[src/rtl/differential_odometry_integrator_unit_assert.svh]
// Assertion macros shared by the odometry integrator RTL.
// Included inside module bodies; depends on nothing else.
`ifndef DIFFERENTIAL_ODOMETRY_INTEGRATOR_UNIT_ASSERT_SVH
`define DIFFERENTIAL_ODOMETRY_INTEGRATOR_UNIT_ASSERT_SVH

// Same-cycle implication, disabled while reset is asserted.
`define DOI_ASSERT_IMP(name, clk, rst_n, ante, cons) \
    name: assert property (@(posedge clk) disable iff (!rst_n) (ante) |-> (cons)) \
        else $error("odometry integrator assertion failed");

// Next-cycle implication, disabled while reset is asserted.
`define DOI_ASSERT_NEXT(name, clk, rst_n, ante, cons) \
    name: assert property (@(posedge clk) disable iff (!rst_n) (ante) |=> (cons)) \
        else $error("odometry integrator assertion failed");

`endif

[src/rtl/doi_pkg.sv]
// Shared types and constants of the odometry integrator.
// Used by every module of the block; depends on nothing.
package doi_pkg;

    localparam int POS_W   = 32;
    localparam int HEAD_W  = 16;
    localparam int ACC_W   = 40;
    localparam int SUM_W   = 35;
    localparam int ANGLE_W = 15;
    localparam int SCALE_W = 32;

    localparam logic [SCALE_W-1:0] SCALE_RESET = 32'd65536;

    localparam logic [HEAD_W-1:0] FULL_TURN          = 16'd36000;
    localparam logic [HEAD_W-1:0] QUARTER_TURN       = 16'd9000;
    localparam logic [HEAD_W-1:0] HALF_TURN          = 16'd18000;
    localparam logic [HEAD_W-1:0] THREE_QUARTER_TURN = 16'd27000;

    // CORDIC works on Q30 values; one hundredth of a degree is 4096 angle units.
    localparam int CORDIC_STEPS = 20;
    localparam int CORDIC_FRAC  = 30;
    localparam int CORDIC_W     = 32;
    localparam int ANGLE_SHIFT  = 12;
    localparam int Z_W          = 28;

    localparam logic signed [CORDIC_W-1:0] CORDIC_GAIN = 32'sd652032874;

    localparam logic signed [Z_W-1:0] ATAN_TAB [CORDIC_STEPS] = '{
        28'sd18432000, 28'sd10881045, 28'sd5749245, 28'sd2918407, 28'sd1464867,
        28'sd733147,   28'sd366663,   28'sd183343,  28'sd91673,   28'sd45837,
        28'sd22918,    28'sd11459,    28'sd5730,    28'sd2865,    28'sd1432,
        28'sd716,      28'sd358,      28'sd179,     28'sd90,      28'sd45
    };

    localparam int QUEUE_DEPTH = 2;

    typedef struct packed {
        logic signed [POS_W-1:0] left_position;
        logic signed [POS_W-1:0] right_position;
        logic [HEAD_W-1:0]       heading_sample;
    } doi_in_t;

    typedef struct packed {
        logic signed [ACC_W-1:0] pos_x;
        logic signed [ACC_W-1:0] pos_y;
        logic [HEAD_W-1:0]       heading_now;
        logic signed [ACC_W-1:0] total_distance;
    } doi_out_t;

    // One classified step, passed from the front part to the back part.
    typedef struct packed {
        logic signed [SUM_W-1:0]   wheel_sum;
        logic signed [ANGLE_W-1:0] trig_angle;
        logic                      trig_flip;
        logic [HEAD_W-1:0]         heading_new;
    } doi_job_t;

    typedef enum logic [2:0] {
        BK_IDLE,
        BK_CORDIC,
        BK_ROUND,
        BK_MUL,
        BK_COMBINE,
        BK_ACCUM
    } doi_back_state_t;

endpackage

[src/rtl/doi_front.sv]
// Front part of the odometry integrator: accepts items and classifies them.
// Depends on doi_pkg.
module doi_front (
    input  logic              clk,
    input  logic              rst_n,
    input  logic              in_valid,
    output logic              in_ready,
    input  doi_pkg::doi_in_t  in_item,
    output logic              push_valid,
    input  logic              push_ready,
    output doi_pkg::doi_job_t push_job
);
    import doi_pkg::*;

    logic signed [POS_W-1:0] last_left_reg;
    logic signed [POS_W-1:0] last_right_reg;
    logic [HEAD_W-1:0]       heading_reg;
    logic                    accept;
    logic [HEAD_W-1:0]       heading_mod;
    logic signed [HEAD_W:0]  fold_angle;
    logic                    fold_flip;

    assign push_valid = in_valid;
    assign in_ready   = push_ready;
    assign accept     = in_valid && push_ready;

    // The trig uses the heading stored by the previous item, folded into +-90 degrees.
    always_comb
    begin
        heading_mod = (heading_reg >= FULL_TURN) ? heading_reg - FULL_TURN : heading_reg;
        fold_flip   = 1'b0;
        if (heading_mod < QUARTER_TURN)
        begin
            fold_angle = $signed({1'b0, heading_mod});
        end
        else if (heading_mod < THREE_QUARTER_TURN)
        begin
            fold_angle = $signed({1'b0, heading_mod}) - $signed({1'b0, HALF_TURN});
            fold_flip  = 1'b1;
        end
        else
        begin
            fold_angle = $signed({1'b0, heading_mod}) - $signed({1'b0, FULL_TURN});
        end
    end

    always_comb
    begin
        push_job.wheel_sum   = (SUM_W'(in_item.left_position) - SUM_W'(last_left_reg))
                             + (SUM_W'(in_item.right_position) - SUM_W'(last_right_reg));
        push_job.trig_angle  = fold_angle[ANGLE_W-1:0];
        push_job.trig_flip   = fold_flip;
        push_job.heading_new = in_item.heading_sample;
    end

    always_ff @(posedge clk or negedge rst_n)
    begin
        if (!rst_n)
        begin
            last_left_reg  <= '0;
            last_right_reg <= '0;
            heading_reg    <= '0;
        end
        else if (accept)
        begin
            last_left_reg  <= in_item.left_position;
            last_right_reg <= in_item.right_position;
            heading_reg    <= in_item.heading_sample;
        end
    end

endmodule

[config.mk]
export PLATFORM = sky130hd
export DESIGN_NAME = doi_front
export DESIGN_NICKNAME = d
export VERILOG_FILES = /design/src/rtl/differential_odometry_integrator_unit_assert.svh /design/src/rtl/doi_pkg.sv /design/src/rtl/doi_front.sv
export SDC_FILE = /design/constraint.sdc
export NUM_CORES = 1
export LEC_CHECK = 0
export ABC_AREA = 1
export BUFFER_PORTS_ARGS = -buffer_cell sky130_fd_sc_hd__buf_4
export CAP_MARGIN = 20
export CORE_ASPECT_RATIO = 1.1
export CORE_UTILIZATION = 35
export DETAILED_ROUTE_END_ITERATION = 6
export PLACE_DENSITY = 0.54
export SKIP_LAST_GASP = 1
export SYNTH_ARGS = -nofsm -noshare
export SYNTH_HDL_FRONTEND = slang
export SYNTH_SLANG_ARGS = --single-unit
[constraint.sdc]
create_clock -name clk -period 7.8 [get_ports clk]
set_input_delay 1.56 -clock clk [delete_from_list [all_inputs] [get_ports clk]]
set_output_delay 1.56 -clock clk [all_outputs]
set_load 0.1 [all_outputs]
Word level (Yosys, flattened, before mapping)

Cells that the tools add are included.

Flip-flop bits (word level): 80
Input bits: 84
Logic and storage cells: 18

Add/sub/neg operators: 6
$lt $le $gt $ge: 3
Multiplexer cells: 5
Reduce and logical (&&, ||, !) cells: 1

Operators by type and width:

| operator               | number |
|---|---|
| $sub 32x32->33         | 2 |
| $add 33x33->34         | 1 |
| $mux 15                | 2 |
| $ge 16x16->1 const B   | 1 |
| $lt 16x14->1 const B   | 1 |
| $lt 16x15->1 const B   | 1 |
| $mux 16                | 1 |
| $sub 16x16->16 const B | 1 |
| $sub 15x12->15 const B | 1 |
| $sub 15x15->15 const B | 1 |
| $mux 1                 | 2 |
| $logic_and 1x1->1      | 1 |

Longest topological paths before layout

Gate-level depths: netlist of the first run.

Depth in word-level cells: 5
Mapped depth: 20
Mapped depth without buffers: 20

Least setup slack after synthesis of the first run

No wires, ideal clock.

Kind: input-to-output
From: input in_item[24] in the netlist's numbering
To: output push_job[66] in the netlist's numbering
Arrival time: 5,810 ps
Data required time: 6,240 ps
Slack: 430 ps
Cell stages on the path: 14
Path buffers: 1
Cells stage by stage: inv_1 -> fa_1 -> fa_1 -> inv_1 -> ha_1 -> a21oi_1 -> inv_1 -> a31oi_1 -> a21oi_1 -> or2_2 -> nand2_1 -> nand3_1 -> xor2_1 -> buf_4

RTL lines:

| element            | line            | text |
|---|---|---|
| start: declaration | doi_front.sv:8  | `input doi_pkg::doi_in_t in_item,` |
| end: declaration   | doi_front.sv:11 | `output doi_pkg::doi_job_t push_job` |

==> metrics, run 1 <==
# IOs 153; # rows 56; Peak Freq 0.148 GHz; Async SR Flop Fraction 1.00; post-CTS sizing 0; Routed wire per std cell 12.9 µm; max-cap violation count 0; vias in the first global route 6,647; CP arrival 5190 ps; largest net degree at the start of global routing 105; via count 6,472; Setup Skew 0 ps; Yosys cell types 43; Syn. warnings 0; EDFF count, synth 0; CP Launch Type input pin; fill cell count 2,315; Setup CP Type in2out; worst r2r path cells 1; gpl congestion 0.883; initial antenna violation count 0; Multi-input gate area 4810 µm²; RSZ-0062 raised after global routing false; setup TNS 0 ps; total CTS buffers 9; Port-buffer cells 152; Setup Buffers After CTS 0; final net count 1,317; outcome finished, final reports clean; Post-DRT Antenna Nets 0; Clk Latency, worst-skew pair 340 ps; CP Max Fanout 4; fin. max-slew vios 0; minimum clock period 6750 ps; CP Capture Type output pin; core area 21,600 µm²; Via-to-Cell Ratio 4.56; P&R area growth vs syn 19.8%; Yosys reg bits 80; syn_nets 1,196; share of layout cells above drive strength 1 0.193; Slew HR 0.371; Req. time, crit path 6240 ps; Slew @ Worst Pin 944 ps; initial DRC count 198; Mapped Area 7770 µm²; Seq. cell area 2000 µm²; diodes inserted 0; total global-route track usage 0.175; H-tree depth 3; GRT overflow 0; Fin. Hold Viols 0; DIE AREA 22,800 µm²; Die Width 144 µm; fin crit share 0.865; height of the chip 158 µm; Post-DP HPWL 15,100 µm; WHS Path Cells 2; register area share after synthesis 0.257; setup violators final 0; clk slew on worst S/H paths 60 ps; deepest clock path buffer count 2; final wirelength 18,400 µm; Post-synth top flop dfrtp_1; Hold Crit Class reg2reg; Starting Density 0.360; first-pass GRT wire length 31,100 µm; drt pass-1 iters 6; CTS Sinks 80; Synth Area per Inst 7.73 µm²; CTS tree yes; clock root buffer clkbuf_16; DRC Markers 0; Mapped Cells 1,006; cts hold-fix bufs 0
-- worst paths after layout --
path / from / to / slack [ps]
worst max register to register: heading_reg[15] / heading_reg[15] / 6770
worst min register to register: last_left_reg[0] / last_left_reg[0] / 490
min in group asynchronous: rst_n / last_left_reg[20] / 1150
worst max-delay path: in_item[16] / push_job[64] / 1050
worst min-delay path: last_left_reg[0] / last_left_reg[0] / 490
max in group asynchronous: rst_n / last_left_reg[1] / 5640
-- placed cells by master (no fill, tap or decap), types with 5 or more instances in the layout --
cell / netlist / layout
a21o_1: 6 / 6
a21oi_1: 54 / 54
buf_4: 24 / 154
inv_2: 8 / 8
xnor2_1: 8 / 8
nand2_4: 4 / 5
nand2_1: 232 / 231
fa_1: 65 / 65
mux2_2: 6 / 6
o21ai_1: 5 / 5
nor2_1: 69 / 69
o21ai_0: 76 / 76
nand3_1: 32 / 32
o21a_1: 7 / 7
ha_1: 41 / 41
xor2_1: 35 / 35
clkbuf_16: 0 / 9
nand4_1: 8 / 8
inv_1: 174 / 174
dfrtp_1: 80 / 80
o21ai_2: 7 / 7
nand2_2: 15 / 15
-- final cells by class --
type,instances,share of cell area
Multi-Input combinational cell,699,0.516
Sequential cell,80,0.215
Timing Repair Buffer,154,0.124
Inverter,183,0.0737
Tap cell,290,0.0389
Clock buffer,9,0.0242
Clock inverter,4,0.00779
-- per-stage QoR --
stage	hold slack (ps)	std cells	setup slack [ps]	instance area, µm²	util
global route	518	1419	838	9320	0.432
CTS	494	1419	1010	9320	0.432
global placement	469	1406	1080	9020	0.418
floorplan	453	1006	430	7770	-
finish	489	1419	1050	9320	0.432
detailed placement	478	1406	1050	9020	0.418
-- worst max-delay path: stages --
cell,delay (ps)
buf_4,120
fa_1,530
inv_1,50
fa_1,430
inv_1,70
ha_1,180
inv_1,90
fa_1,400
o21ai_1,250
a21oi_1,220
o21a_1,250
o21ai_1,280
nand3_1,110
nand2_1,100
xor2_1,210
buf_4,330
-- layer usage --
layer	track usage	part of all wire	wire [µm]
met2	0.314	0.51	9280
met4	0.0370	0.0083	153
met3	0.0457	0.055	1000
met1	0.209	0.43	7930
met5	0	0	0
-- cells in the mapped netlist (all sizes together) (3+ instances only) --
| cell type | number | area share |
|---|---|---|
| o21ai | 88 | 0.060 |
| a21o | 6 | 0.0058 |
| nor3 | 3 | 0.0019 |
| clkbuf | 16 | 0.0077 |
| ha | 41 | 0.066 |
| buf | 28 | 0.029 |
| o21a | 7 | 0.0068 |
| o21bai | 3 | 0.0034 |
| xnor2 | 8 | 0.0090 |
| dfrtp | 80 | 0.26 |
| nor2 | 72 | 0.036 |
| nand3 | 34 | 0.023 |
| xor2 | 35 | 0.039 |
| mux2 | 6 | 0.0087 |
| a31oi | 4 | 0.0032 |
| nand4 | 8 | 0.0064 |
| a21oi | 54 | 0.035 |
| fa | 65 | 0.17 |
| nand2 | 251 | 0.13 |
| inv | 182 | 0.088 |
-- cells by family after synthesis --
family          Yosys count  share of synthesized area
buf+inv                 227                      0.125
mux                       6                    0.00869
compound gates          171                      0.125
xor+xnor                 43                     0.0484
flops                    80                      0.257
simple gates            373                      0.202
fa+ha+maj               106                      0.233
Power of run 1 is left out: the tool's default activity adds up to more than one toggle a clock period on the data nets, which glitch-free logic cannot reach.
==> run 2, diff against run 1 <==
RECOVER_POWER = 100   (was default)
==> run 2 against run 1 <==
The run now ends with max-capacitance violations, max-slew violations left. Non-clock buffer count stayed put. Via count shrank 0.25%. Utilization decreased by 1.2 points. Global-route usage is the same. Critical path depth down 1. Worst hold slack about the same. Wire length hardly changed. Register-to-register slack better by 20 ps. Clock skew stayed put. Critical path type unchanged. Critical endpoint is now push_job[60]. Highest routed layer unchanged.
==> metrics, run 2 (synthesis gave the netlist of run 1 again) <==
outcome complete, but fails checks; failing checks max-capacitance violations, max-slew violations; Peak Freq 0.140 GHz; vias in the first global route 6,647; fin. max-slew vios 188; WHS Path Cells 2; Routed wire per std cell 12.9 µm; Die Width 144 µm; total CTS buffers 9; post-CTS sizing 0; Clk Latency, worst-skew pair 340 ps; height of the chip 158 µm; most frequent cells in the layout nand2_1 (234), inv_1 (175), buf_4 (89), dfrtp_1 (80), o21ai_0 (77); share of layout cells above drive strength 1 0.136; # rows 56; CP Max Fanout 4; diodes inserted 0; Post-DP HPWL 15,100 µm; gpl congestion 0.883; CP Launch Type input pin; cts hold-fix bufs 0; Slew @ Worst Pin 3840 ps; fin crit share 0.917; Setup Buffers After CTS 0; initial DRC count 186; initial antenna violation count 0; first-pass GRT wire length 31,100 µm; clk slew on worst S/H paths 60 ps; Setup Skew 0 ps; setup TNS 0 ps; Hold Crit Class reg2reg; # IOs 153; DIE AREA 22,800 µm²; setup violators final 0; Fin. Hold Viols 0; Slew HR -1.56; clock root buffer clkbuf_16; CP Capture Type output pin; final net count 1,317; Via-to-Cell Ratio 4.55; GRT overflow 0; total global-route track usage 0.175; P&R area growth vs syn 16.5%; core area 21,600 µm²; final wirelength 18,400 µm; Post-DRT Antenna Nets 0; Port-buffer cells 152; Req. time, crit path 6240 ps; commonest non-fill, non-tap cell in the layout nand2_1; CTS tree yes; DRC Markers 0; Starting Density 0.360; max-cap violation count 3; CTS Sinks 80; largest net degree at the start of global routing 105; Setup CP Type in2out; RSZ-0062 raised after global routing false; via count 6,456; CP arrival 5590 ps; deepest clock path buffer count 2; worst r2r path cells 1; drt pass-1 iters 6; minimum clock period 7150 ps; H-tree depth 3
[run 2: metal layers]
metal,track usage,vias up,wire length [µm]
li1,-,3353,-
met1,0.209,2981,7900
met2,0.314,113,9290
met3,0.0457,9,1020
met4,0.0370,0,153
met5,0,-,0
[run 2: final cells by class]
cell class | instances | area (µm²)
clock buffer | 9 | 225
clock inverter | 4 | 72.6
fill | 2382 | 12500
inverter | 183 | 687
multi-input combinational | 699 | 4790
sequential | 80 | 2000
tap | 290 | 363
timing repair buffer | 154 | 921
[run 2: metrics by stage]
| step | util | std cells | hold slack (ps) | cell area (µm²) | worst slack, ps |
|---|---|---|---|---|---|
| floorplan | - | 1006 | 453 | 7770 | 430 |
| global placement | 0.418 | 1406 | 469 | 9020 | 1080 |
| detailed placement | 0.418 | 1406 | 478 | 9020 | 1050 |
| CTS | 0.432 | 1419 | 494 | 9320 | 1010 |
| global route | 0.420 | 1419 | 515 | 9060 | 425 |
| finish | 0.420 | 1419 | 489 | 9060 | 650 |
[run 2: worst max-delay path, cell delays in order]
cell and delay (ps):
buf_4 120, fa_1 530, inv_1 50, fa_1 430, inv_1 70, ha_1 180, inv_1 90, fa_1 410
o21ai_1 250, a21oi_1 220, o21ai_0 370, nand2_1 100, nand2_1 110, xor2_1 210, clkbuf_1 880
[run 2: final timing paths]
check	from	to	slack (ps)
setup / recovery	in_item[16]	push_job[60]	650
hold / removal	last_left_reg[0]	last_left_reg[0]	490
setup reg to reg	heading_reg[15]	heading_reg[15]	6790
hold reg to reg	last_left_reg[0]	last_left_reg[0]	490
max in group asynchronous	rst_n	last_left_reg[1]	2780
min in group asynchronous	rst_n	last_left_reg[20]	1720
Power of run 2 is left out for the same reason.
==> run 3, diff against run 2 <==
clock period = 8.3 ns   (was 7.8 ns; I/O delays follow)
==> run 3 against run 2 <==
Highest routed layer unchanged. Critical path type unchanged. Register-to-register slack better by 520 ps. Critical path depth grew 1. Via count is essentially flat. Clock skew did not move. Utilization is essentially flat. Count of clock-buffer cells in the layout stayed put. Critical endpoint is now push_job[64]. Setup slack improved by 160 ps. Flip-flop and latch count is the same. Worst hold slack gained 1.2 ps. The run still ends with max-capacitance violations, max-slew violations left.
==> metrics, run 3 (synthesis gave the netlist of run 1 again) <==
outcome complete, but fails checks; failing checks max-capacitance violations, max-slew violations; Slew HR -1.56; fill cell count 2,375; # IOs 153; Die Width 144 µm; share of layout cells above drive strength 1 0.132; initial antenna violation count 0; Setup Skew 0 ps; DRC Markers 0; Req. time, crit path 6640 ps; largest net degree at the start of global routing 105; height of the chip 158 µm; diodes inserted 0; worst r2r path cells 1; CP Max Fanout 4; max-cap violation count 3; Starting Density 0.360; FF-to-FF setup slack 7310 ps; Setup CP Type in2out; core area 21,600 µm²; Via-to-Cell Ratio 4.55; CTS Sinks 80; Peak Freq 0.133 GHz; setup TNS 0 ps; Crit. Startpoint in_item[16]; GRT overflow 0; Routed wire per std cell 12.9 µm; total global-route track usage 0.175; CTS tree yes; drt pass-1 iters 4; dpl ws 1350 ps; hold_sp last_left_reg[0]; Critical Path Sink push_job[64]; Slew @ Worst Pin 3840 ps; minimum clock period 7490 ps; gpl congestion 0.885; # rows 56; Post-DRT Antenna Nets 0; CP Launch Type input pin; Setup WS post-layout 809 ps; RSZ-0062 raised after global routing false; CP arrival 5830 ps; deepest clock path buffer count 2; Critical R2R Launch heading_reg[15]; first-pass GRT wire length 31,200 µm; CP Capture Type output pin; cts hold-fix bufs 0; Fin. Hold Viols 0; setup violators final 0; DIE AREA 22,800 µm²; Hold Crit Class reg2reg; Clk Latency, worst-skew pair 340 ps; initial DRC count 162; Post-DP HPWL 15,100 µm; via count 6,460; final net count 1,317; vias in the first global route 6,678; fin. max-slew vios 188; commonest non-fill, non-tap cell in the layout nand2_1; P&R area growth vs syn 16.4%; Setup Buffers After CTS 0; H-tree depth 3; clk slew on worst S/H paths 60 ps; Port-buffer cells 152; post-CTS sizing 0; clock root buffer clkbuf_16; final wirelength 18,400 µm; total CTS buffers 9; most frequent cells in the layout nand2_1 (234), inv_1 (175), buf_4 (89), dfrtp_1 (80), o21ai_0 (77); worst reg2reg path endpoint heading_reg[15]; fin crit share 0.903
run 3: cell counts in the layout (fill, tap and decap cells not counted):
Identical to the previous run, type by type.
run 3: layer usage:
metal / track usage / vias up / part of all wire
li1: - / 3350 / -
met1: 0.209 / 2975 / 0.44
met2: 0.311 / 118 / 0.50
met3: 0.0445 / 17 / 0.052
met4: 0.0446 / 0 / 0.015
met5: 0 / - / 0
run 3: through the flow:
stage | util | std cells | cell area (µm²) | hold WS [ps]
after floorplan | - | 1006 | 7770 | 453
after detailed placement | 0.418 | 1406 | 9020 | 478
final | 0.420 | 1419 | 9050 | 490
after global routing | 0.420 | 1419 | 9050 | 515
after global placement | 0.418 | 1406 | 9020 | 470
after CTS | 0.432 | 1419 | 9320 | 494
run 3: worst min-delay path by stage:
stage	cells after the start	endpoint	slack, ps
final	2	last_left_reg[0]	490
after global placement	2	last_left_reg[0]	470
after CTS	2	last_left_reg[0]	490
after floorplan	2	last_left_reg[0]	450
after global routing	1	heading_reg[0]	520
after detailed placement	2	last_left_reg[0]	480
run 3: critical path, stage by stage:
cell and delay [ps]:
buf_4 120, fa_1 540, inv_1 50, fa_1 430, inv_1 70, ha_1 180, inv_1 90, fa_1 400
o21ai_1 250, a21oi_1 210, o21a_1 240, o21ai_1 300, nand3_1 110, nand2_1 100, xor2_1 200, clkbuf_1 890
run 3: final cells by class:
type                       count  area [µm²]  area share
tap                          290         363      0.0401
timing repair buffer         154         916       0.101
clock inverter                 4        72.6     0.00802
clock buffer                   9         225      0.0249
sequential                    80        2000       0.221
multi-input combinational    699        4790       0.529
inverter                     183         687      0.0759
Power of run 3 is left out for the same reason.
