**src/rtl/differential_odometry_integrator_unit_assert.svh**
```systemverilog
// Assertion macros shared by the odometry integrator RTL.
// Included inside module bodies; depends on nothing else.
`ifndef DIFFERENTIAL_ODOMETRY_INTEGRATOR_UNIT_ASSERT_SVH
`define DIFFERENTIAL_ODOMETRY_INTEGRATOR_UNIT_ASSERT_SVH

// Same-cycle implication, disabled while reset is asserted.
`define DOI_ASSERT_IMP(name, clk, rst_n, ante, cons) \
    name: assert property (@(posedge clk) disable iff (!rst_n) (ante) |-> (cons)) \
        else $error("odometry integrator assertion failed");

// Next-cycle implication, disabled while reset is asserted.
`define DOI_ASSERT_NEXT(name, clk, rst_n, ante, cons) \
    name: assert property (@(posedge clk) disable iff (!rst_n) (ante) |=> (cons)) \
        else $error("odometry integrator assertion failed");

`endif

```
**src/rtl/doi_pkg.sv**
```systemverilog
// Shared types and constants of the odometry integrator.
// Used by every module of the block; depends on nothing.
package doi_pkg;

    localparam int POS_W   = 32;
    localparam int HEAD_W  = 16;
    localparam int ACC_W   = 40;
    localparam int SUM_W   = 35;
    localparam int ANGLE_W = 15;
    localparam int SCALE_W = 32;

    localparam logic [SCALE_W-1:0] SCALE_RESET = 32'd65536;

    localparam logic [HEAD_W-1:0] FULL_TURN          = 16'd36000;
    localparam logic [HEAD_W-1:0] QUARTER_TURN       = 16'd9000;
    localparam logic [HEAD_W-1:0] HALF_TURN          = 16'd18000;
    localparam logic [HEAD_W-1:0] THREE_QUARTER_TURN = 16'd27000;

    // CORDIC works on Q30 values; one hundredth of a degree is 4096 angle units.
    localparam int CORDIC_STEPS = 20;
    localparam int CORDIC_FRAC  = 30;
    localparam int CORDIC_W     = 32;
    localparam int ANGLE_SHIFT  = 12;
    localparam int Z_W          = 28;

    localparam logic signed [CORDIC_W-1:0] CORDIC_GAIN = 32'sd652032874;

    localparam logic signed [Z_W-1:0] ATAN_TAB [CORDIC_STEPS] = '{
        28'sd18432000, 28'sd10881045, 28'sd5749245, 28'sd2918407, 28'sd1464867,
        28'sd733147,   28'sd366663,   28'sd183343,  28'sd91673,   28'sd45837,
        28'sd22918,    28'sd11459,    28'sd5730,    28'sd2865,    28'sd1432,
        28'sd716,      28'sd358,      28'sd179,     28'sd90,      28'sd45
    };

    localparam int QUEUE_DEPTH = 2;

    typedef struct packed {
        logic signed [POS_W-1:0] left_position;
        logic signed [POS_W-1:0] right_position;
        logic [HEAD_W-1:0]       heading_sample;
    } doi_in_t;

    typedef struct packed {
        logic signed [ACC_W-1:0] pos_x;
        logic signed [ACC_W-1:0] pos_y;
        logic [HEAD_W-1:0]       heading_now;
        logic signed [ACC_W-1:0] total_distance;
    } doi_out_t;

    // One classified step, passed from the front part to the back part.
    typedef struct packed {
        logic signed [SUM_W-1:0]   wheel_sum;
        logic signed [ANGLE_W-1:0] trig_angle;
        logic                      trig_flip;
        logic [HEAD_W-1:0]         heading_new;
    } doi_job_t;

    typedef enum logic [2:0] {
        BK_IDLE,
        BK_CORDIC,
        BK_ROUND,
        BK_MUL,
        BK_COMBINE,
        BK_ACCUM
    } doi_back_state_t;

endpackage

```
**src/rtl/doi_queue.sv**
```systemverilog
// Short job queue between the front and back parts of the odometry integrator.
// Depends on doi_pkg and the shared assertion macros.
module doi_queue (
    input  logic              clk,
    input  logic              rst_n,
    input  logic              push_valid,
    output logic              push_ready,
    input  doi_pkg::doi_job_t push_job,
    output logic              pop_valid,
    input  logic              pop_ready,
    output doi_pkg::doi_job_t pop_job
);
    import doi_pkg::*;
    `include "differential_odometry_integrator_unit_assert.svh"

    localparam int PTR_W = (QUEUE_DEPTH > 1) ? $clog2(QUEUE_DEPTH) : 1;
    localparam int CNT_W = $clog2(QUEUE_DEPTH + 1);
    localparam logic [PTR_W-1:0] PTR_LAST = PTR_W'(QUEUE_DEPTH - 1);
    localparam logic [CNT_W-1:0] CNT_FULL = CNT_W'(QUEUE_DEPTH);

    doi_job_t         slot_reg [QUEUE_DEPTH];
    logic [PTR_W-1:0] wr_ptr_reg;
    logic [PTR_W-1:0] rd_ptr_reg;
    logic [CNT_W-1:0] count_reg;
    logic             push_fire;
    logic             pop_fire;

    assign push_ready = (count_reg != CNT_FULL);
    assign pop_valid  = (count_reg != '0);
    assign pop_job    = slot_reg[rd_ptr_reg];
    assign push_fire  = push_valid && push_ready;
    assign pop_fire   = pop_valid && pop_ready;

    always_ff @(posedge clk)
    begin
        if (push_fire)
        begin
            slot_reg[wr_ptr_reg] <= push_job;
        end
    end

    always_ff @(posedge clk or negedge rst_n)
    begin
        if (!rst_n)
        begin
            wr_ptr_reg <= '0;
            rd_ptr_reg <= '0;
            count_reg  <= '0;
        end
        else
        begin
            if (push_fire)
            begin
                wr_ptr_reg <= (wr_ptr_reg == PTR_LAST) ? '0 : wr_ptr_reg + 1'b1;
            end
            if (pop_fire)
            begin
                rd_ptr_reg <= (rd_ptr_reg == PTR_LAST) ? '0 : rd_ptr_reg + 1'b1;
            end
            if (push_fire && !pop_fire)
            begin
                count_reg <= count_reg + 1'b1;
            end
            else if (pop_fire && !push_fire)
            begin
                count_reg <= count_reg - 1'b1;
            end
        end
    end

    `DOI_ASSERT_IMP(a_count_bound, clk, rst_n, 1'b1, count_reg <= CNT_FULL)
    `DOI_ASSERT_NEXT(a_count_grows, clk, rst_n, push_fire && !pop_fire, count_reg == $past(count_reg) + 1'b1)

endmodule

```
**config.mk**
```make
export PLATFORM = sky130hd
export DESIGN_NAME = doi_queue
export DESIGN_NICKNAME = d
export VERILOG_FILES = /design/src/rtl/doi_pkg.sv /design/src/rtl/doi_queue.sv
export VERILOG_INCLUDE_DIRS = /design/src /design/src/rtl
export SDC_FILE = /design/constraint.sdc
export NUM_CORES = 1
export LEC_CHECK = 0
export BUFFER_PORTS_ARGS = -buffer_cell sky130_fd_sc_hd__buf_2
export CORE_UTILIZATION = 45
export DETAILED_ROUTE_END_ITERATION = 16
export PLACE_DENSITY_LB_ADDON = 0.25
export SETUP_SLACK_MARGIN = 0.15
export SYNTH_ARGS = -nofsm -noshare
export SYNTH_HDL_FRONTEND = slang
export SYNTH_SLANG_ARGS = --single-unit
```
**constraint.sdc**
```tcl
create_clock -name clk -period 5.7 [get_ports clk]
set_input_delay 0.855 -clock clk [delete_from_list [all_inputs] [get_ports clk]]
set_output_delay 0.855 -clock clk [all_outputs]
set_load 0.02 [all_outputs]
```
Word-level counts from Yosys, hierarchy flattened

Memories as Yosys holds them, arrays and structs flattened.
Index checks and enable logic that the tools add are counted.

Flip-flop bits (word level): 4
Memory bits (writable): 134
Bits of input ports: 71
Memories kept: 1

Memories:

| name     | depth | bits a word | rd ports | clocked after Yosys merged registers in | write ports | line            | RTL |
|---|---|---|---|---|---|---|---|
| slot_reg | 2     | 67          | 1        | 0                                       | 1           | doi_queue.sv:21 | `doi_job_t slot_reg [QUEUE_DEPTH];` |

Add/subtract/negate cells: 4
Equality and inequality tests: 1
Muxes and demuxes: 6
Reduce and logical (&&, ||, !) cells: 8

Operators with widths:

| operator                                                           | number |
|---|---|
| 1-bit logical AND                                                  | 4 |
| 1-bit two-way mux                                                  | 4 |
| 2-bit two-way mux                                                  | 2 |
| 2-bit nonzero test                                                 | 2 |
| 1-bit adder, second input constant                                 | 2 |
| 2-bit by 1-bit adder with 2-bit output, second input constant      | 1 |
| 1-bit zero test                                                    | 2 |
| 2-bit != test, second input constant                               | 1 |
| 2-bit by 1-bit subtractor with 2-bit output, second input constant | 1 |

Depth between registers and ports, before layout

Gate-level depths: netlist (run 1).

Word-level depth: 6
Depth in mapped cells: 7
Gate-level depth less buffers: 7

Worst setup path before layout (run 1)

OpenSTA, ideal clock, no wires.

Kind: input port to flip-flop
Start: input push_valid
End: memory slot_reg[0][0] (netlist bit), enable pin
Arrival time: 3.751 ns
Data required time: 5.208 ns
Slack: 1.456 ns
Cell stages on the path: 2
Cells stage by stage: nand2_1 > nor2_1

Cells in the longest elaborated chain, start to end: 3

RTL lines:

| what                                    | line            | RTL |
|---|---|---|
| from (decl)                             | doi_queue.sv:6  | `input logic push_valid,` |
| 1-bit logical AND                       | doi_queue.sv:31 | `assign push_fire = push_valid && push_ready;` |
| 1-bit two-way mux                       | doi_queue.sv:36 | `if (push_fire)` |
| 1-bit two-way mux (implied by the code) | doi_queue.sv:38 | `slot_reg[wr_ptr_reg] <= push_job;` |
| to (decl)                               | doi_queue.sv:21 |  |

No other way between the ends.

==> out/qor.yml, run 1 <==
multiInputGateArea_um2: 932
skew_ns: 0.00807
slew_headroom_pct: 29.8
outcome: "finished clean"
setup_viol: 0
internal_power_w: 0.00263
cellLeakagePower_nw: 2.55
vias_per_cell: 4.83
synth_mux_area_share_pct: 16.2
num_rows: 38
regArea_um2: 4130
syn_nets: 299
largest_reg_flops: 134
worstPathArrival_ns: 2.16
globalRouteOverflowTotal: 0
cts_tree: "yes"
dieArea_um2: 11800
drive_gt1_share_pct: 61.1
place_hpwl_um: 5170
grt_pass1_wl_um: 12800
busiest_layer: "met2"
initial_utilization_pct: 46.6
synth-xor-area-share_pct: 0.855
synth_area_leaders: "edfxtp_1, mux2_2, mux2_4"
clk_path_buf_depth: 2
timing.rr.start: "count_reg[0]"
crit_start: "rd_ptr_reg"
cts_num_sinks: 138
critPathSlowestCell: "dfrtp_4"
antenna_cells: 0
synth_top_area_share_pct: 78.6
first_iter_violations: 46
ys_types: 16
crit_fanout: 68
switching_share_pct: 29.8
gp_congestion: 0.671
yosys.area.top_type: "edfxtp_1"
synth-seq-cells: 138
start_kind: "register"
place_ws_ns: 3.03
yosysWarnings: 0
hold_viol: 0
min_path_type: "primary input to async pin"
syn-cell-area_um2: 5120
area_growth_syn_to_layout_pct: 28.4
final_common_cell: "buf_2"
antenna_found_initial: 0
fin_tns_setup_ns: 0
numPortBuffers: 139
yosys.area_share.simple_pct: 0.660
fmax_mhz: 331
num_vias: 2564
most-common-layout-cells: "buf_2, edfxtp_1, mux2_2"
cp.required_ns: 4.85
htreeDepth: 4
rsz0062_at_grt: "false"
worstSkewPairLatency_ns: 0.40
cts_made_buffers: 17
p_comb_share_pct: 27.6
grt_pass1_vias: 2672
met3_usage_pct: 5.44
clkSlewWorstSetupHoldPaths_ns: 0.06
p_sw_w: 0.00112
critPathKind: "register to output port"
die_height_um: 109
avgSynthCellArea_um2: 22.6
peakVddDrop_uv: 367
core_area_um2: 11000
period_needed_ns: 3.02
finalMaxSlewViolations: 0
wl_per_cell_um: 15.7
ant_nets: 0
gr-usage-met1_pct: 16.9
die_w_um: 109
syn_inst: 227
tightest_slew_ns: 1.05
fin_ws_ns: 2.68
min_period_over_period_pct: 52.9
cts_hold_buffers: 0
p_seq_share_pct: 41.4
clockRootBuffer: "clkbuf_16"
pwr-share-clk_pct: 30.9
grt_max_degree: 69
synth_top_family_by_area: "multiplexers"
synth_compound_area_share_pct: 0
grtUsageTotal_pct: 15.0
nets: 450
powerDensity_nw_per_um2: 570
nFillCells: 839
post_cts_buffers: 0
dr.pass1.iters: 4
drc_errors: 0
cap_violations: 0
ios: 140
drt-total-wl_um: 8320
critPathMaxStageDelay_ns: 1.04
endpoint_kind: "output port"
yosys.area_share.adder_pct: 0.244
globalRouteMet2Util_pct: 24.8
cts_resized: 0
worstPathCellList: "mux2_2 > buf_2"
ys_seq_area_share_pct: 80.5
-- power by group through the flow --
stage               Clock [W]  Combinational, W  Sequential, W
finish                0.00116           0.00103        0.00155
CTS                   0.00118           0.00106        0.00156
global placement            0           0.00105        0.00157
detailed placement          0           0.00105        0.00158
floorplan                   0          0.000866        0.00147
global route          0.00122           0.00111        0.00159
-- cells in the mapped netlist --
library cell and number:
buf_2 4, nand2_1 2, and3_1 1, dfrtp_1 4, or2_2 1, buf_8 2
xor2_1 2, mux2_4 20, edfxtp_1 134, xnor2_1 3, nor2_1 2, ha_1 1
mux2_2 47, inv_1 1, buf_6 2, nand2b_1 1
-- per-stage QoR --
| step | power (W) | util (%) | cells | hold slack [ns] | area (µm²) |
|---|---|---|---|---|---|
| detailed placement | 0.00263 | 54.1 | 499 | 0.494 | 5940 |
| global route | 0.00392 | 59.9 | 531 | 0.234 | 6580 |
| finish | 0.00375 | 59.9 | 531 | 0.243 | 6580 |
| floorplan | 0.00233 | - | 227 | 0.456 | 5120 |
| global placement | 0.00261 | 54.1 | 499 | 0.487 | 5940 |
| CTS | 0.00380 | 59.9 | 531 | 0.230 | 6580 |
-- worst max-delay path: cells and delay by family (launching register included) --
family | cells | cell delay [ns]
flip-flops | 1 | 1.04
multiplexers | 1 | 0.43
buffers and inverters | 1 | 0.16
-- worst paths after layout --
path | cells after the start | slack [ns] | endpoint
setup / recovery | 2 | 2.68 | pop_job[48]
hold / removal | 1 | 0.24 | wr_ptr_reg
setup reg to reg | 4 | 3.42 | slot_reg[0][15]
hold reg to reg | 1 | 0.50 | count_reg[1]
max in group asynchronous | 1 | 5.32 | rd_ptr_reg
min in group clk | 1 | 0.50 | count_reg[1]
-- layer usage --
metal / up-vias / part of all wire, %
li1: 1204 / -
met1: 1249 / 40
met2: 96 / 51
met3: 15 / 7.5
met4: 0 / 1.6
met5: - / 0
-- cell type report --
type                    instances  area share (%)
clock buffers                  20            6.64
clock inverters                12            3.01
inverters                       1          0.0571
multi-input cells              80            14.2
flip-flops and latches        138            62.8
well taps                     140            2.66
repair buffers                140            10.7
-- cells by family (layout without fill, tap and decap cells) --
kind of cell | after synthesis | count (layout)
XOR/XNOR | 5 | 5
buffers and inverters | 9 | 173
flip-flops | 138 | 138
AND/OR/NAND/NOR | 7 | 7
adder cells (fa/ha/maj) | 1 | 1
multiplexers | 67 | 67
Power figures use the tool's default switching activity.
==> run 2: changes to the inputs <==
Settings changed: ABC_AREA from default to 1.
Clock period 5.7 ns to 2.9 ns, I/O delays scaled along.
==> run 2 against run 1 <==
Compared with the run above: global-route usage grew 2.1 points; wire length is 15% higher; area after synthesis is 0.37% lower; first-iteration DRC count grew to 3.2 times the previous value; via count up 22%; hold slack got worse by 0.026 ns; critical path type unchanged; largest power group unchanged.
==> out/qor.yml, run 2 <==
outcome: "finished clean"
ant_nets: 0  # unchanged
largest_reg_flops: 134  # unchanged
cp_num_cells: 5  # +3
ys_types: 14  # -2
num_rows: 38  # unchanged
drc_errors: 0  # unchanged
dr.pass1.iters: 4  # unchanged
cts_num_sinks: 138  # unchanged
cp.required_ns: 2.47  # -2.38 ns
synth-seq-cells: 138  # unchanged
cts_resized: 0  # unchanged
worstPathCellList: "inv_2 > buf_4 > nand2_1 > nand2_1 > buf_2"
cts_tree: "yes"
num_vias: 3138  # +22%
initial_utilization_pct: 46.6  # about the same
slew_headroom_pct: 50.8  # +21 points
ys.flop_type: "edfxtp_1"
setup_viol: 0  # unchanged
min_path_type: "primary input to register"
ios: 140  # unchanged
finalMaxSlewViolations: 0  # unchanged
globalRouteOverflowTotal: 0  # unchanged
syn_inst: 379  # +67%
most-common-layout-cells: "nand2_1, buf_2, edfxtp_1"
crit_fanout: 33  # -51%
clockRootBuffer: "clkbuf_16"
whs_ns: 0.218  # -0.0257 ns
synth_top_area_share_pct: 78.9  # +0.29 points
nets: 601  # +34%
synth.most_common_cell: "nand2_1"
critPathMaxStageDelay_ns: 0.45  # -0.59 ns
grt_pass1_vias: 3047  # +14%
synth_area_leaders: "edfxtp_1, nand2_1, dfrtp_1"
synth_edf_count: 134  # unchanged
critPathSlowestCell: "inv_2"
skew_ns: 0.00449  # -0.00358 ns
start_kind: "register"
utilization_pct: 59.3  # -0.59 points
drive_gt1_share_pct: 32.0  # -29 points
final_common_cell: "nand2_1"
hold_depth: 1
worstSkewPairLatency_ns: 0.40  # about the same
die_height_um: 108  # -0.18%
period_needed_ns: 2.32
endpoint_kind: "output port"
place_area_um2: 5950  # +0.19%
r2r_setup_slack_ns: 1.26  # -2.16 ns
grtUsageTotal_pct: 17.1  # +2.1 points
critPathKind: "register to output port"
post_cts_buffers: 0  # unchanged
htreeDepth: 4  # unchanged
cellLeakagePower_nw: 2.82  # +11%
syn-cell-area_um2: 5100  # -0.37%
antenna_found_initial: 1  # +1
cap_violations: 0  # unchanged
ys_seq_area_share_pct: 80.8  # +0.30 points
powerDensity_nw_per_um2: 1110  # +94%
tightest_slew_ns: 0.738  # -0.315 ns
numPortBuffers: 139  # unchanged
synth_common_cells: "nand2_1, edfxtp_1, buf_2, inv_1"
critical_path.top_delay_family: "buffers and inverters"
clkSlewWorstSetupHoldPaths_ns: 0.06  # about the same
first_iter_violations: 148  # +220%
vias_per_cell: 4.60  # -4.7%
wl_per_cell_um: 14.1  # -10%
clk_path_buf_depth: 2  # unchanged
yosys.area.top_type: "edfxtp_1"
die_w_um: 108  # -0.18%
place_hpwl_um: 5880  # +14%
cts_made_buffers: 17  # unchanged
crit_top_cell: "nand2_1"
grt_pass1_wl_um: 14600  # +14%
stdcell_count: 682  # +28%
worstPathArrival_ns: 1.89  # -0.27 ns
grt_max_degree: 69  # unchanged
placed_cells: 649  # +30%
min_period_over_period_pct: 80.1
hold_viol: 0  # unchanged
rsz0062_at_grt: "false"
post-route-cell-area_um2: 6480  # -1.4%
avgSynthCellArea_um2: 13.5  # -40%
area_growth_syn_to_layout_pct: 27.1
drt-total-wl_um: 9600  # +15%
async_flop_share_pct: 2.90  # unchanged
gp_congestion: 0.717  # +6.9%
fmax_mhz: 430
dieArea_um2: 11800  # -0.36%
ff2ff_path_depth: 5  # +1
critPathBufInv: 3  # +2
yosysWarnings: 0  # unchanged
peakVddDrop_uv: 489  # +33%
syn_nets: 451  # +51%
core_area_um2: 10900  # -0.43%
-- run 2: changes by cell type after synthesis, sizes merged --
cell and change:
nand2 +209, mux2 -67, buf +7, inv +6, nand3 +2, xnor2 -2
and3 -1, nand2b -1, nand4 +1, or2 -1, xor2 -1
-- run 2: final cells by class --
type	instances	area, µm²
Timing Repair Buffer	146	776
Sequential cell	138	4130
Tap cell	140	175
Inverter	7	26.3
Antenna cell	1	2.50
Fill cell	914	4450
Multi-Input combinational cell	219	861
Clock buffer	20	437
Clock inverter	11	81.3
-- run 2: per-stage QoR --
stage                     worst slack, ns  setup TNS, ns  total power, W
after floorplan                   -0.0526          -7.04         0.00455
after global placement              0.992              0         0.00534
after detailed placement            0.965              0         0.00537
after CTS                           0.526              0         0.00727
after global routing                0.440              0         0.00759
final                               0.577              0         0.00717
-- run 2: layer usage --
| metal | up-vias | routed length (µm) | track usage (%) |
|---|---|---|---|
| met5 | - | 13 | 0 |
| met4 | 2 | 141 | 7.05 |
| met3 | 17 | 686 | 6.69 |
| met2 | 100 | 4670 | 28.3 |
| met1 | 1444 | 4090 | 19.7 |
| li1 | 1575 | - | - |
-- run 2: worst paths after layout --
path                         startpoint         endpoint
setup / recovery             rd_ptr_reg      pop_job[38]
hold / removal             push_job[37]  slot_reg[0][37]
setup reg to reg           count_reg[0]  slot_reg[1][33]
hold reg to reg            count_reg[1]     count_reg[1]
max in group asynchronous         rst_n       rd_ptr_reg
min in group asynchronous         rst_n       wr_ptr_reg
-- run 2: cell families (layout without fill, tap and decap cells) --
family	Yosys count	count (layout)	share of synthesized area, %
fa+ha+maj	1	1	0.245
buf+inv	22	184	2.58
flops	138	138	80.8
xor+xnor	2	2	0.343
simple gates	216	216	16.0
other cells	0	1	0
-- run 2: worst register-to-register path, cell delays in order, from the launching register on --
cell,delay [ns]
dfrtp_1,0.39
inv_1,0.09
nand2_1,0.08
nand2_1,0.18
nor2_4,0.16
buf_12,0.30
-- run 2: power breakdown --
part | switching [W] | leakage [nW] | internal, W
sequential | 0.000116 | 1.29 | 0.00273
combinational | 0.00174 | 1.27 | 0.000700
clock | 0.000737 | 0.253 | 0.00115
-- run 2: what timing repair did --
item	CTS	global route
endpoints found under the hold margin	4	0
endpoints found under the setup margin	0	0
hold buffers	1	0
==> run 3: changes to the inputs <==
Clock period 2.9 ns to 2.2 ns, I/O delays scaled along.
==> run 3 against run 2 <==
Compared with the run above: core utilization rose by 0.14 points; largest cell class unchanged; cell area up 0.23%; highest routed layer is now met4; register-to-register slack worse by 0.64 ns; die area unchanged; critical path type unchanged; total power rose by 31%; clock power rose by 26%; via count is 1.2% higher; global-route usage is essentially flat; first-iteration DRC count grew 14%; hold slack got worse by 0.10 ns; largest power group unchanged.
==> out/qor.yml, run 3 (synthesis results as in run 2) <==
crit_top_cell: "nand2_1"
grt_pass1_vias: 3204  # +5.2%
cap_violations: 0  # unchanged
skew_ns: 0.00614  # +0.00166 ns
htreeDepth: 4  # unchanged
num_vias: 3177  # +1.2%
min_from: "push_job[41]"
whs_endpoint: "slot_reg[1][41]"
final_common_cell: "nand2_1"
powerDensity_nw_per_um2: 1450  # +31%
first_iter_violations: 169  # +14%
cts_tree: "yes"
numPortBuffers: 139  # unchanged
min_path_type: "primary input to register"
worstPathArrival_ns: 1.55  # -0.34 ns
dieArea_um2: 11800  # unchanged
worstSkewPairLatency_ns: 0.40  # about the same
grtUsageTotal_pct: 17.0  # -0.020 points
period_needed_ns: 1.88
outcome: "finished clean"
antenna_cells: 0  # -1
timing.rr.start: "count_reg[0]"
drc_errors: 0  # unchanged
wl_per_cell_um: 13.9  # -1.4%
cts_num_sinks: 138  # unchanged
cellLeakagePower_nw: 2.83  # +0.21%
slew_headroom_pct: 70.3  # +20 points
grt_max_degree: 69  # unchanged
most-common-layout-cells: "nand2_1, buf_2, edfxtp_1"
fin_tns_setup_ns: 0  # unchanged
start_kind: "register"
dr.pass1.iters: 4  # unchanged
core_area_um2: 10900  # unchanged
globalRouteOverflowTotal: 0  # unchanged
area_growth_syn_to_layout_pct: 27.4
cp.required_ns: 1.87  # -0.60 ns
num_rows: 38  # unchanged
antenna_found_initial: 0  # -1
fmax_mhz: 531
worstPathCellList: "inv_2 > buf_4 > nand2_1 > nand2_1 > buf_2"
clkSlewWorstSetupHoldPaths_ns: 0.06  # about the same
critPathKind: "register to output port"
drt-total-wl_um: 9470  # -1.4%
min_period_over_period_pct: 85.7
ant_nets: 0  # unchanged
vias_per_cell: 4.66  # +1.2%
crit_fanout: 29  # -12%
endpoint_kind: "output port"
tightest_slew_ns: 0.445  # -0.293 ns
rsz0062_at_grt: "false"
peakVddDrop_uv: 683  # +40%
gp_congestion: 0.744  # +3.7%
cts_made_buffers: 17  # unchanged
die_height_um: 108  # unchanged
place_hpwl_um: 5740  # -2.4%
largest_reg_flops: 134  # unchanged
r2r_setup_slack_ns: 0.62  # -0.64 ns
hold_depth: 1  # unchanged
r2r-end: "slot_reg[0][7]"
finalMaxSlewViolations: 0  # unchanged
ios: 140  # unchanged
grt_pass1_wl_um: 14800  # +2.0%
drive_gt1_share_pct: 32.8  # +0.86 points
critPathMaxStageDelay_ns: 0.42  # -0.03 ns
nets: 602  # +0.17%
clockRootBuffer: "clkbuf_16"
initial_utilization_pct: 46.6  # unchanged
critPathSlowestCell: "dfrtp_2"
ff2ff_path_depth: 5  # unchanged
utilization_pct: 59.4  # +0.14 points
setup_viol: 0  # unchanged
clk_path_buf_depth: 2  # unchanged
hold_viol: 0  # unchanged
die_w_um: 108  # unchanged
-- run 3: cell count changes in the layout (fill, tap and decap cells not counted), moves of 2 or more --
cell      previous run  this run
clkinv_1             4         1
nand2_1            211       209
clkbuf_1             3         5
nand2_4              0         2
-- run 3: metal layers --
layer,vias up,global-route usage (%),wire (µm)
met5,-,0,0
li1,1571,-,-
met4,0,8.49,112
met3,11,5.79,530
met2,95,27.6,4820
met1,1500,20.3,4000
-- run 3: worst max-delay path by stage --
| stage | from | end | slack (ns) | cells past startpoint |
|---|---|---|---|---|
| final | rd_ptr_reg | pop_job[29] | 0.32 | 5 |
| after global placement | count_reg[0] | slot_reg[0][57] | 0.67 | 5 |
| after CTS | rd_ptr_reg | pop_job[26] | 0.21 | 5 |
| after global routing | rd_ptr_reg | pop_job[8] | 0.21 | 5 |
| after detailed placement | count_reg[0] | slot_reg[0][0] | 0.62 | 5 |
| after floorplan | count_reg[0] | slot_reg[0][0] | 0.15 | 4 |
-- run 3: worst max-delay path: cells and delay by family, from the launching register on --
family	cells	cell delay (ns)
buffers and inverters	3	0.54
DFF	1	0.42
and+or+nand+nor	2	0.19
-- run 3: cell type report --
type / instances / area [µm²]
clock buffer: 22 / 444
clock inverter: 9 / 52.6
fill: 894 / 4440
inverter: 7 / 26.3
multi-input combinational: 219 / 876
sequential: 138 / 4130
tap: 140 / 175
timing repair buffer: 147 / 800
-- run 3: where the power goes --
part / leakage (nW) / switching (W) / internal (W)
combinational: 1.29 / 0.00231 / 0.000957
clock: 0.241 / 0.000969 / 0.00142
sequential: 1.29 / 0.000159 / 0.00360
total: 2.83 / 0.00344 / 0.00597
-- run 3: what timing repair did --
action | in CTS | in global routing
endpoints found under the hold margin | 4 | 0
buffers inserted | 0 | 0
endpoints found under the setup margin | 0 | 20
resized for setup | 0 | 1
hold buffers | 1 | 0
-- run 3: through the flow --
step / worst slack (ns) / instance area, µm² / total power, W / std cells / hold slack (ns)
2_1_floorplan: 0.147 / 5130 / 0.00601 / 379 / 0.0344
3_3_place_gp: 0.673 / 5990 / 0.00707 / 650 / 0.141
3_5_place_dp: 0.616 / 5990 / 0.00713 / 650 / 0.140
4_1_cts: 0.209 / 6490 / 0.00954 / 682 / 0.0953
5_1_grt: 0.212 / 6500 / 0.00998 / 682 / 0.0909
6_report: 0.315 / 6500 / 0.00941 / 682 / 0.113
